**src/rtl/lhfs_pkg.sv**
```systemverilog
// Package for the link health failover selector: defaults, port layout, register codes, types.
package lhfs_pkg;

  // Parameter defaults
  localparam int NUM_PATHS_DEF   = 4;
  localparam int WINDOW_LEN_DEF  = 8;
  localparam int MISS_LIMIT_DEF  = 60;
  localparam int RETRY_TICKS_DEF = 15;

  // Fixed field widths of the stream payloads
  localparam int MASK_W     = 4;
  localparam int PATH_W     = 2;
  localparam int S_TDATA_W  = 16;
  localparam int M_TDATA_W  = 24;
  localparam int CFG_IDX_W  = 2;
  localparam int CFG_DATA_W = 1;

  // Item kinds carried on s_tuser
  localparam logic FUNC_TICK    = 1'b0;
  localparam logic FUNC_RESTART = 1'b1;

  // Configuration register indexes
  localparam logic [CFG_IDX_W-1:0] REG_PRIORITY_MODE  = 2'd0;
  localparam logic [CFG_IDX_W-1:0] REG_KEEP_STATS     = 2'd1;
  localparam logic [CFG_IDX_W-1:0] REG_SCRIPT_ENABLED = 2'd2;

  // Per-lane status toward the merge stage (state after the current item)
  typedef struct packed {
    logic up;
    logic up_ev;
    logic down_ev;
    logic kill;
  } lane_status_t;

  // Selection and call outcome for the current item
  typedef struct packed {
    logic              selected_valid;
    logic [PATH_W-1:0] selected_path;
    logic              call_request;
    logic              call_is_retry;
  } sel_result_t;

endpackage

```
**src/rtl/lhfs_lane.sv**
```systemverilog
// One path lane: reply window, fill count, up state and miss run counter.
module lhfs_lane #(
  parameter int WINDOW_LEN = lhfs_pkg::WINDOW_LEN_DEF,
  parameter int MISS_LIMIT = lhfs_pkg::MISS_LIMIT_DEF
) (
  input  logic                  clk,
  input  logic                  rst,
  input  logic                  tick,
  input  logic                  restart,
  input  logic                  keep_stats,
  input  logic                  reply,
  output lhfs_pkg::lane_status_t status
);
  import lhfs_pkg::*;

  localparam int FC_W = $clog2(WINDOW_LEN + 1);
  localparam int MR_W = (MISS_LIMIT > 1) ? $clog2(MISS_LIMIT) : 1;

  logic [WINDOW_LEN-1:0] window, window_next, win_shift;
  logic [FC_W-1:0]       fill, fill_next;
  logic                  up, up_next;
  logic [MR_W-1:0]       miss, miss_next;
  logic [FC_W:0]         fill_inc;
  logic [MR_W:0]         miss_inc;
  logic                  full_now, kill_hit, go_up, go_down;

  // Tick update terms
  always_comb begin
    win_shift = WINDOW_LEN'({window, reply});
    fill_inc  = {1'b0, fill} + (FC_W+1)'(1);
    full_now  = fill_inc >= (FC_W+1)'(WINDOW_LEN);
    miss_inc  = {1'b0, miss} + (MR_W+1)'(1);
    kill_hit  = !reply && (miss_inc >= (MR_W+1)'(MISS_LIMIT));
    go_up     = full_now && (&win_shift) && !up;
    go_down   = full_now && !(|win_shift) && up;
  end

  // Next state per item kind
  always_comb begin
    window_next = window;
    fill_next   = fill;
    up_next     = up;
    miss_next   = miss;
    if (tick) begin
      window_next = win_shift;
      if (fill < FC_W'(WINDOW_LEN)) begin
        fill_next = fill_inc[FC_W-1:0];
      end
      if (reply || kill_hit) begin
        miss_next = '0;
      end else begin
        miss_next = miss_inc[MR_W-1:0];
      end
      if (go_up) begin
        up_next = 1'b1;
      end else if (go_down) begin
        up_next = 1'b0;
      end
    end else if (restart) begin
      miss_next = '0;
      if (!keep_stats) begin
        window_next = '0;
        fill_next   = FC_W'(WINDOW_LEN);
        up_next     = 1'b0;
      end
    end
  end

  always_comb begin
    status.up      = up_next;
    status.up_ev   = tick && go_up;
    status.down_ev = tick && go_down;
    status.kill    = tick && kill_hit;
  end

  always_ff @(posedge clk) begin
    if (rst) begin
      window <= '0;
      fill   <= '0;
      up     <= 1'b0;
      miss   <= '0;
    end else begin
      window <= window_next;
      fill   <= fill_next;
      up     <= up_next;
      miss   <= miss_next;
    end
  end

endmodule

```
**src/rtl/lhfs_select.sv**
```systemverilog
// Merge stage: lowest up path search, selection hold and switch call retry control.
module lhfs_select #(
  parameter int NUM_PATHS   = lhfs_pkg::NUM_PATHS_DEF,
  parameter int RETRY_TICKS = lhfs_pkg::RETRY_TICKS_DEF
) (
  input  logic                   clk,
  input  logic                   rst,
  input  logic                   tick,
  input  logic [NUM_PATHS-1:0]   restart_lane,
  input  logic [NUM_PATHS-1:0]   up_next,
  input  logic                   priority_mode,
  input  logic                   script_enabled,
  input  logic                   call_failed,
  output lhfs_pkg::sel_result_t  result
);
  import lhfs_pkg::*;

  localparam int CH_W = (NUM_PATHS > 1) ? $clog2(NUM_PATHS) : 1;
  localparam int RW_W = $clog2(RETRY_TICKS + 1);

  logic [CH_W-1:0] chosen, chosen_next, first;
  logic            chosen_valid, chosen_valid_next;
  logic [RW_W-1:0] retry_wait, retry_wait_next;
  logic [RW_W:0]   retry_inc;
  logic            call_pending, call_pending_next;
  logic            call_outstanding, call_outstanding_next;
  logic            first_valid, change, pend_now, req, retry;

  // Lowest-numbered up path
  always_comb begin
    first       = '0;
    first_valid = |up_next;
    for (int p = NUM_PATHS - 1; p >= 0; p--) begin
      if (up_next[p]) begin
        first = CH_W'(p);
      end
    end
  end

  // Selection and call control
  always_comb begin
    chosen_next           = chosen;
    chosen_valid_next     = chosen_valid;
    retry_wait_next       = retry_wait;
    call_pending_next     = call_pending;
    call_outstanding_next = call_outstanding;
    req                   = 1'b0;
    retry                 = 1'b0;
    retry_inc             = {1'b0, retry_wait} + (RW_W+1)'(1);
    pend_now              = call_outstanding ? call_failed : call_pending;
    if (priority_mode) begin
      change = first_valid && (!chosen_valid || chosen != first);
    end else begin
      change = first_valid && (!chosen_valid || !up_next[chosen]);
    end
    if (tick) begin
      call_pending_next     = pend_now;
      call_outstanding_next = 1'b0;
      if (change) begin
        retry_wait_next   = '0;
        chosen_next       = first;
        chosen_valid_next = 1'b1;
        if (script_enabled) begin
          req                   = 1'b1;
          call_pending_next     = 1'b0;
          call_outstanding_next = 1'b1;
        end
      end else if (pend_now) begin
        if (!script_enabled) begin
          retry_wait_next = '0;
        end else if (retry_inc > (RW_W+1)'(RETRY_TICKS)) begin
          retry_wait_next       = '0;
          req                   = 1'b1;
          retry                 = 1'b1;
          call_pending_next     = 1'b0;
          call_outstanding_next = 1'b1;
        end else begin
          retry_wait_next = retry_inc[RW_W-1:0];
        end
      end
    end else if (chosen_valid && restart_lane[chosen]) begin
      // restart of the selected path drops the selection
      chosen_valid_next = 1'b0;
    end
  end

  always_comb begin
    result.selected_valid = chosen_valid_next;
    result.selected_path  = chosen_valid_next ? PATH_W'(chosen_next) : '0;
    result.call_request   = req;
    result.call_is_retry  = retry;
  end

  always_ff @(posedge clk) begin
    if (rst) begin
      chosen           <= '0;
      chosen_valid     <= 1'b0;
      retry_wait       <= '0;
      call_pending     <= 1'b0;
      call_outstanding <= 1'b0;
    end else begin
      chosen           <= chosen_next;
      chosen_valid     <= chosen_valid_next;
      retry_wait       <= retry_wait_next;
      call_pending     <= call_pending_next;
      call_outstanding <= call_outstanding_next;
    end
  end

endmodule

```
**src/rtl/link_health_failover_selector.sv**
```systemverilog
// Top level of the link health failover selector.
// Takes one item per clock: a one-second tick (s_tuser = 0) carrying a reply bit per path,
// or a restart event (s_tuser = 1) carrying a restart bit per path. Every item gives exactly
// one result, registered and shown on the master side in the cycle after acceptance. Each path
// has its own lane that updates its window, fill count, up state and miss run in the cycle
// of acceptance; the merge stage picks the lowest up path and runs switch call retry control
// in the same cycle, so the sustained rate is one item per cycle, limited only by the output
// register (s_tready follows m_tready while a result is held). Configuration writes take
// effect at the next clock and must be made while no item is in flight.
module link_health_failover_selector #(
  parameter int NUM_PATHS   = lhfs_pkg::NUM_PATHS_DEF,
  parameter int WINDOW_LEN  = lhfs_pkg::WINDOW_LEN_DEF,
  parameter int MISS_LIMIT  = lhfs_pkg::MISS_LIMIT_DEF,
  parameter int RETRY_TICKS = lhfs_pkg::RETRY_TICKS_DEF
) (
  input  logic                             clk,
  input  logic                             rst,
  input  logic                             s_tvalid,
  output logic                             s_tready,
  // reply_mask[3:0], restart_mask[7:4], call_failed[8], zero fill
  input  logic [lhfs_pkg::S_TDATA_W-1:0]   s_tdata,
  // func[0]
  input  logic                             s_tuser,
  output logic                             m_tvalid,
  input  logic                             m_tready,
  // selected_valid[0], selected_path[2:1], call_request[3], call_is_retry[4],
  // up_event_mask[8:5], down_event_mask[12:9], kill_mask[16:13], link_up_mask[20:17]
  output logic [lhfs_pkg::M_TDATA_W-1:0]   m_tdata,
  input  logic                             cfg_we,
  input  logic [lhfs_pkg::CFG_IDX_W-1:0]   cfg_index,
  input  logic [lhfs_pkg::CFG_DATA_W-1:0]  cfg_data
);
  import lhfs_pkg::*;

  localparam int EXT_W = (NUM_PATHS > MASK_W) ? NUM_PATHS : MASK_W;

  logic                 priority_mode, keep_stats, script_enabled;
  logic                 accept, tick, restart;
  logic [EXT_W-1:0]     reply_ext, restart_ext;
  logic [NUM_PATHS-1:0] restart_lane, up_vec, up_ev_vec, down_ev_vec, kill_vec;
  logic [EXT_W-1:0]     up_ext, up_ev_ext, down_ev_ext, kill_ext;
  lane_status_t         status [NUM_PATHS];
  sel_result_t          sel;
  logic [M_TDATA_W-1:0] result_data;

  // Configuration registers
  always_ff @(posedge clk) begin
    if (rst) begin
      priority_mode  <= 1'b0;
      keep_stats     <= 1'b0;
      script_enabled <= 1'b1;
    end else if (cfg_we) begin
      case (cfg_index)
        REG_PRIORITY_MODE:  priority_mode  <= cfg_data[0];
        REG_KEEP_STATS:     keep_stats     <= cfg_data[0];
        REG_SCRIPT_ENABLED: script_enabled <= cfg_data[0];
        default: ;
      endcase
    end
  end

  // Input handshake and item decode
  assign s_tready     = !m_tvalid || m_tready;
  assign accept       = s_tvalid && s_tready;
  assign tick         = accept && (s_tuser == FUNC_TICK);
  assign restart      = accept && (s_tuser == FUNC_RESTART);
  assign reply_ext    = EXT_W'(s_tdata[MASK_W-1:0]);
  assign restart_ext  = EXT_W'(s_tdata[2*MASK_W-1:MASK_W]);
  assign restart_lane = restart ? restart_ext[NUM_PATHS-1:0] : '0;

  // Path lanes
  for (genvar p = 0; p < NUM_PATHS; p++) begin : g_lane
    lhfs_lane #(
      .WINDOW_LEN (WINDOW_LEN),
      .MISS_LIMIT (MISS_LIMIT)
    ) u_lane (
      .clk        (clk),
      .rst        (rst),
      .tick       (tick),
      .restart    (restart_lane[p]),
      .keep_stats (keep_stats),
      .reply      (reply_ext[p]),
      .status     (status[p])
    );
    assign up_vec[p]      = status[p].up;
    assign up_ev_vec[p]   = status[p].up_ev;
    assign down_ev_vec[p] = status[p].down_ev;
    assign kill_vec[p]    = status[p].kill;
  end

  // Merge stage
  lhfs_select #(
    .NUM_PATHS   (NUM_PATHS),
    .RETRY_TICKS (RETRY_TICKS)
  ) u_select (
    .clk            (clk),
    .rst            (rst),
    .tick           (tick),
    .restart_lane   (restart_lane),
    .up_next        (up_vec),
    .priority_mode  (priority_mode),
    .script_enabled (script_enabled),
    .call_failed    (s_tdata[2*MASK_W]),
    .result         (sel)
  );

  // Result packing; paths above the mask width are dropped
  assign up_ext      = EXT_W'(up_vec);
  assign up_ev_ext   = EXT_W'(up_ev_vec);
  assign down_ev_ext = EXT_W'(down_ev_vec);
  assign kill_ext    = EXT_W'(kill_vec);
  assign result_data = M_TDATA_W'({up_ext[MASK_W-1:0], kill_ext[MASK_W-1:0],
                                   down_ev_ext[MASK_W-1:0], up_ev_ext[MASK_W-1:0],
                                   sel.call_is_retry, sel.call_request,
                                   sel.selected_path, sel.selected_valid});

  // Output register
  always_ff @(posedge clk) begin
    if (rst) begin
      m_tvalid <= 1'b0;
    end else if (s_tready) begin
      m_tvalid <= accept;
    end
  end

  always_ff @(posedge clk) begin
    if (accept) begin
      m_tdata <= result_data;
    end
  end

endmodule

```
**config.mk**
```make
export PLATFORM = sky130hd
export DESIGN_NAME = link_health_failover_selector
export DESIGN_NICKNAME = d
export VERILOG_FILES = /design/src/rtl/lhfs_pkg.sv /design/src/rtl/lhfs_lane.sv /design/src/rtl/lhfs_select.sv /design/src/rtl/link_health_failover_selector.sv
export SDC_FILE = /design/constraint.sdc
export NUM_CORES = 1
export LEC_CHECK = 0
export ABC_CLOCK_PERIOD_IN_PS = 6100
export BUFFER_PORTS_ARGS = -buffer_cell sky130_fd_sc_hd__buf_4
export CORE_MARGIN = 2
export CORE_UTILIZATION = 55
export CTS_CLUSTER_SIZE = 14
export DETAILED_ROUTE_END_ITERATION = 8
export PLACE_DENSITY_LB_ADDON = 0.12
export SLEW_MARGIN = 10
export SYNTH_ARGS = -nofsm -noshare
export SYNTH_HDL_FRONTEND = slang
export SYNTH_HIERARCHICAL = 1
export SYNTH_SLANG_ARGS = --single-unit
export TNS_END_PERCENT = 50
```
**constraint.sdc**
```tcl
create_clock -name clk -period 6.1 [get_ports clk]
set_input_delay 0.61 -clock clk [delete_from_list [all_inputs] [get_ports clk]]
set_output_delay 0.61 -clock clk [all_outputs]
set_load 0.02 [all_outputs]
```
==> impl_metrics.csv, run 1 <==
group,metric,value,unit
finish,final_cells,713,
setup_path,worstPathRequired,6.38,ns
finish,fillCellCount,794,
power_and_ir_drop,cellLeakagePower,2.14,nW
die,die-area,0.0104,mm2
finish,antenna_cells,0,
sta,min_period_over_period,59.4,%
sta,tns,0,ns
sta,rsz0062_at_grt,"false",
global_routing,overflow,0,
sta,worst_pin_slew,0.878,ns
yosys,synthDistinctLibCells,57,
global_routing,grt_usage,21.1,%
clock_tree,cts_max_path_buffers,2,
sta,final_max_slew_viol_count,0,
yosys,synth.avg_cell_area,9.70,um2
clock_tree,postCtsSetupBuffers,0,
run_status,outcome,"completed",
global_routing,grt_pass1_wl,17.4,mm
sta,hold_viol,0,
power_and_ir_drop,p_int,0.000963,W
routing,totalWireLength,10.2,mm
clock_tree,clock_sinks,106,
clock_tree,cts_made_buffers,9,
power_and_ir_drop,p_total,0.00128,W
global_routing,grt_pass1_vias,3838,
yosys,synthCells,543,
die,start_util,56.7,%
yosys,synth_ff_type,"dfxtp_1",
routing,vias_per_cell,5.72,
clock_tree,cts_tree,"built",
routing,antenna_left,0,
yosys,async_reset_ff_share,0,%
die,die_w,102,um
setup_path,endpoint_kind,"flip-flop",
place,dp_cells,697,
clock_tree,clk_latency,0.37,ns
die,fp-row-count,35,
finish,drive_above_1_share,17.5,%
sta,setup_violations,0,
routing,wl_per_cell,14.3,um
finish,final_common_cell,"dfxtp_1",
sta,fmax,0.276,GHz
power_and_ir_drop,power.switching,0.000320,W
yosys,ys_seq_area_share,44.3,%
yosys,yosys_warnings,6,
die,core_region_area,0.00928,mm2
finish,final_nets,618,
power_and_ir_drop,vdd_ir_drop_max,0.000138,V
setup_path,worstPathArrival,3.90,ns
power_and_ir_drop,switching_share,24.9,%
yosys,ys_ff_latch,106,
die,die_y,102,um
clock_tree,path_clk_slew,0.09,ns
finish,multi_input_area,0.00276,mm2
setup_path,crit_path_start_kind,"flip-flop",
routing,drt_iter0_drc,127,
power_and_ir_drop,p_seq_share,57.9,%
sta,post-route-min-period,3.62,ns
job,maxCapViolations,0,
place,gpl.final_weighted_congestion,0.837,
power_and_ir_drop,clkPwrFrac,33.5,%
clock_tree,htree_num_levels,3,
clock_tree,ctsResizeCount,0,
sta,slew_headroom,41.2,%
sta,holdWs,0.502,ns
sta,fin_worst_skew,0.0144,ns
sta,fin_ws,2.48,ns
hold_path,min_path_type,"primary input to flip-flop",
power_and_ir_drop,combPwrFrac,8.6,%
finish,regArea,0.00233,mm2
power_and_ir_drop,p_per_area,220,mW/mm2
global_routing,grt_max_degree,75,
routing,first_pass_iters,5,
clock_tree,cts-root-buf,"clkbuf_8",
die,io_pins,51,
setup_path,crit_fanout,36,
finish,layout_common_cells,"dfxtp_1, nor2_1, buf_4, nand2_1, a22oi_1",
yosys,synth_edf_count,21,
clock_tree,hold_buffers,0,
yosys,syn-cell-area,0.00527,mm2
routing,num_vias,4075,
setup_path,critical_path_class,"flip-flop to flip-flop",
global_routing,antenna_found_initial,0,
place,numPortBuffers,40,
routing,drc,0,
place,dpl.hpwl,7.19,mm
place,place_ws,2.14,ns
finish,syn_to_final_growth,10.7,%
state kept, by name (all words and copies together) (netlist names):
register	flops
g_lane.u_lane/fill	16
g_lane.u_lane/miss	24
g_lane.u_lane/up	4
g_lane.u_lane/window	28
keep_stats	1
m_tdata	21
m_tvalid	1
priority_mode	1
script_enabled	1
u_select/call_outstanding	1
u_select/call_pending	1
u_select/chosen	2
u_select/chosen_valid	1
u_select/retry_wait	4
per-stage QoR:
step                      area [um2]  utilization (%)
after floorplan                 5280                -
after global placement          5640             60.8
after detailed placement        5640             60.8
after CTS                       5830             62.8
after global routing            5830             62.8
final                           5830             62.8
final timing paths:
kind / start / end / slack [ns] / depth (start not counted)
setup / recovery: m_tvalid$_SDFFE_PP0P_ / u_select/retry_wait[1]$_SDFFE_PP0P_ / 2.48 / 13
hold / removal: cfg_data / script_enabled$_SDFFE_PP1P_ / 0.50 / 3
setup reg to reg: m_tvalid$_SDFFE_PP0P_ / u_select/retry_wait[1]$_SDFFE_PP0P_ / 2.48 / 13
hold reg to reg: g_lane[3].u_lane/window[2]$_SDFFE_PP0P_ / g_lane[3].u_lane/window[2]$_SDFFE_PP0P_ / 0.51 / 2
power groups by stage:
stage | Clock, W | Sequential [W] | Combinational (W)
floorplan | 0 | 0.000765 | 0.0000628
global placement | 0 | 0.000758 | 0.000109
detailed placement | 0 | 0.000759 | 0.000111
CTS | 0.000442 | 0.000743 | 0.000111
global route | 0.000465 | 0.000745 | 0.000122
finish | 0.000430 | 0.000742 | 0.000110
final cells by class:
cell class	count	share of cell area, %
Multi-Input combinational cell	402	47.3
Clock inverter	4	0.923
Tap cell	129	2.77
Clock buffer	12	2.32
Timing Repair Buffer	43	5.54
Sequential cell	106	40.0
Inverter	17	1.14
routing by layer:
layer	GRT usage (%)	routed length, um
met5	0	0
met4	5.33	114
met3	5.75	368
met2	35.9	4880
met1	26.8	4860
Yosys cell counts, types with 10 or more instances:
library cell,instances,area [um2]
dfxtp_1,85,1700
nor2_1,52,195
nand2_1,40,150
a22oi_1,28,210
a21oi_1,25,125
a31oi_1,21,131
edfxtp_1,21,631
inv_1,16,60.1
nand2b_1,16,100
ha_1,14,175
o21ai_0,14,70.1
and2_1,13,81.3
nand3_1,12,60.1
nor3_1,12,60.1
and3_1,11,68.8
mux2i_1,11,110
nand3b_1,11,82.6
buf_4,10,75.1
nand4_1,10,62.6
critical path, stage by stage (launching register included):
cell	delay [ns]
dfxtp_1	0.32
nor2b_4	0.17
nor3_2	0.14
buf_4	0.36
and2b_1	0.24
nand3_1	0.08
nor2_1	0.18
o21bai_2	0.17
nor2_1	0.21
and3_1	0.20
o2111ai_2	0.16
a31oi_1	0.71
nand3_1	0.28
o31ai_1	0.30
kinds of logic after synthesis:
kind of cell,after synthesis,synth area share (%)
AOI/OAI and AO/OA,131,18.7
adders and majority gates,15,3.52
buffers and inverters,37,3.66
DFF,106,44.3
muxes,18,4.01
other,1,0.0712
and+or+nand+nor,235,25.8
Note: power is estimated with default switching activity, not from simulation.
==> run 2, diff against run 1 <==
--- a/config.mk
+++ b/config.mk
@@ -5,10 +5,11 @@
 export SDC_FILE = /design/constraint.sdc
 export NUM_CORES = 1
 export LEC_CHECK = 0
-export ABC_CLOCK_PERIOD_IN_PS = 6100
+export ABC_AREA = 1
+export ABC_CLOCK_PERIOD_IN_PS = 3000
 export BUFFER_PORTS_ARGS = -buffer_cell sky130_fd_sc_hd__buf_4
 export CORE_MARGIN = 2
-export CORE_UTILIZATION = 55
+export CORE_UTILIZATION = 54
 export CTS_CLUSTER_SIZE = 14
 export DETAILED_ROUTE_END_ITERATION = 8
 export PLACE_DENSITY_LB_ADDON = 0.12
==> constraint.sdc (replaced) <==
create_clock -name clk -period 3 [get_ports clk]
set_input_delay 0.3 -clock clk [delete_from_list [all_inputs] [get_ports clk]]
set_output_delay 0.3 -clock clk [all_outputs]
set_load 0.02 [all_outputs]
==> run 2 against run 1 <==
Synthesized cell count grew 39%. Cell area grew 5.0%. Via count rose by 19%. Register-to-register slack got worse by 2.2 ns. Fmax is 34% higher. Critical path type unchanged. Critical endpoint is now m_tdata[2]$_DFFE_PN_. Highest routed layer unchanged.
==> impl_metrics.csv, run 2 <==
group,metric,value,unit
sta,tns,0,ns
finish,drive_above_1_share,15.1,%
clock_tree,postCtsSetupBuffers,0,
yosys,async_reset_ff_share,0,%
place,gpl.final_weighted_congestion,0.829,
sta,worst_pin_slew,0.688,ns
place,dpl.hpwl,8.12,mm
yosys,synth_edf_count,21,
die,start_util,54.6,%
finish,final_common_cell,"nand2_1",
finish,largest_registers,"g_lane.u_lane/window: 28 flops, g_lane.u_lane/miss: 24 flops, m_tdata: 21 flops",
sta,hold_viol,0,
die,die_w,106,um
sta,fin_ws,0.290,ns
finish,layout_common_cells,"nand2_1, inv_1, dfxtp_1, nor2_1, a21oi_1",
routing,num_vias,4852,
global_routing,grt_max_degree,61,
power_and_ir_drop,cellLeakagePower,2.59,nW
clock_tree,cts_max_path_buffers,2,
global_routing,antenna_found_initial,0,
global_routing,grt_pass1_vias,4403,
yosys,synth.avg_cell_area,7.35,um2
yosys,yosysTopAreaCellShare,30.6,%
setup_path,worstPathArrival,2.86,ns
setup_path,crit_path_start_kind,"flip-flop",
global_routing,overflow,0,
setup_path,endpoint_kind,"flip-flop",
power_and_ir_drop,vdd_ir_drop_max,0.000216,V
die,fp-row-count,37,
finish,final_area,0.00612,mm2
clock_tree,htree_num_levels,3,
job,maxCapViolations,0,
yosys,synthDistinctLibCells,39,
yosys,ys_ff_latch,106,
place,dpl_cell_area,0.00594,mm2
global_routing,grt_pass1_wl,19.1,mm
die,die_y,106,um
yosys,ys_seq_area_share,41.9,%
clock_tree,ctsResizeCount,0,
sta,fin_worst_skew,0.0132,ns
routing,wl_per_cell,12.1,um
sta,rsz0062_at_grt,"false",
die,io_pins,51,
routing,totalWireLength,11.3,mm
routing,antenna_left,0,
routing,drt_iter0_drc,250,
place,numPortBuffers,40,
sta,setup_violations,0,
yosys,yosys.area_share.adder,3.15,%
routing,first_pass_iters,5,
yosys,muxShareOfSynthArea,0,%
global_routing,grt_usage,21.1,%
finish,regArea,0.00233,mm2
yosys,synth_top_family_by_area,"simple AND/OR/NAND/NOR gates",
routing,drc,0,
die,core_region_area,0.0102,mm2
sta,post-route-min-period,2.71,ns
yosys,synthCells,757,
sta,final_max_slew_viol_count,0,
die,die-area,0.0111,mm2
setup_path,worstPathRequired,3.15,ns
finish,top_register,"g_lane.u_lane/window",
place,dp_cells,917,
finish,final_nets,831,
hold_path,min_path_type,"primary input to flip-flop",
clock_tree,clk_latency,0.39,ns
yosys,syn-cell-area,0.00557,mm2
finish,multi_input_area,0.00270,mm2
sta,min_period_over_period,90.3,%
yosys,synth-xor-area-share,0.944,%
clock_tree,cts_tree,"built",
yosys,synthSimpleGateAreaFrac,33.7,%
yosys,netlist_top_cells_area,"dfxtp_1, nand2_1, edfxtp_1, inv_1, a21oi_1",
power_and_ir_drop,p_per_area,421,mW/mm2
run_status,outcome,"completed",
yosys,synth_compound_area_share,10.4,%
sta,fmax,0.369,GHz
clock_tree,hold_buffers,0,
yosys,synth_top_cell_by_area,"dfxtp_1",
finish,final_cells,933,
clock_tree,clock_sinks,106,
setup_path,crit_fanout,13,
routing,vias_per_cell,5.20,
yosys,yosys_warnings,6,
clock_tree,cts_made_buffers,9,
finish,syn_to_final_growth,9.94,%
setup_path,critical_path_class,"flip-flop to flip-flop",
clock_tree,path_clk_slew,0.11,ns
finish,largest_register_ffs,28,
yosys,synth_common_cells,"nand2_1, dfxtp_1, inv_1",
yosys,synth_ff_type,"dfxtp_1",
finish,antenna_cells,0,
yosys,yosys.cell_count.top_type,"nand2_1",
clock_tree,cts-root-buf,"clkbuf_8",
place,place_ws,0.189,ns
finish,fillCellCount,960,
sta,slew_headroom,54.2,%
run 2: power breakdown:
part	switching [W]	internal, W
logic	0.000160	0.0000797
clock network	0.000511	0.000313
registers	0.0000267	0.00148
run 2: layer usage:
metal	vias to the layer above	part of all wire [%]	GRT usage (%)
li1	2522	-	-
met1	2197	47	27.0
met2	119	46	34.9
met3	14	5.0	4.14
met4	0	1.7	8.93
met5	-	0	0
run 2: area by class of cell:
type	count	share of cell area [%]
inverter	98	6.09
multi-input combinational	528	44.1
clock buffer	10	2.09
tap	136	2.78
timing repair buffer	49	6.01
clock inverter	6	0.798
sequential	106	38.1
run 2: metrics by stage:
step | total power (W) | hold WS [ns] | utilization [%]
2_1_floorplan | 0.00169 | 0.362 | -
3_3_place_gp | 0.00178 | 0.462 | 58.3
3_5_place_dp | 0.00178 | 0.469 | 58.3
4_1_cts | 0.00261 | 0.154 | 60.1
5_1_grt | 0.00270 | 0.192 | 60.1
6_report | 0.00257 | 0.179 | 60.1
run 2: path summary, 6_finish.rpt:
kind | start | endpoint | slack [ns] | depth (start not counted)
worst max-delay path | m_tvalid$_SDFFE_PP0P_ | m_tdata[2]$_DFFE_PN_ | 0.29 | 19
worst min-delay path | cfg_data | keep_stats$_SDFFE_PP0P_ | 0.18 | 3
worst min register to register | g_lane[3].u_lane/window[0]$_SDFFE_PP0P_ | g_lane[3].u_lane/window[1]$_SDFFE_PP0P_ | 0.48 | 2
worst max register to register | m_tvalid$_SDFFE_PP0P_ | m_tdata[2]$_DFFE_PN_ | 0.29 | 19
run 2: logic make-up after synthesis:
logic type | after synthesis
buffers and inverters | 125
flip-flops | 106
AO/OA/AOI/OAI | 104
AND/OR/NAND/NOR | 401
adder cells (fa/ha/maj) | 14
other | 1
XOR/XNOR | 6
run 2: critical path: stages (launching register included):
cell,delay (ns)
dfxtp_1,0.35
nand2_4,0.09
nand2_4,0.07
nor2_4,0.31
buf_4,0.25
inv_2,0.09
nand3_1,0.09
nand3_1,0.21
nor2_2,0.22
nand3_1,0.09
nand2_1,0.06
nor2_1,0.04
nand2_1,0.07
nand2_2,0.06
nand2_4,0.08
nand3_4,0.10
inv_4,0.10
nand2_2,0.05
o21ai_2,0.06
nor2_1,0.08
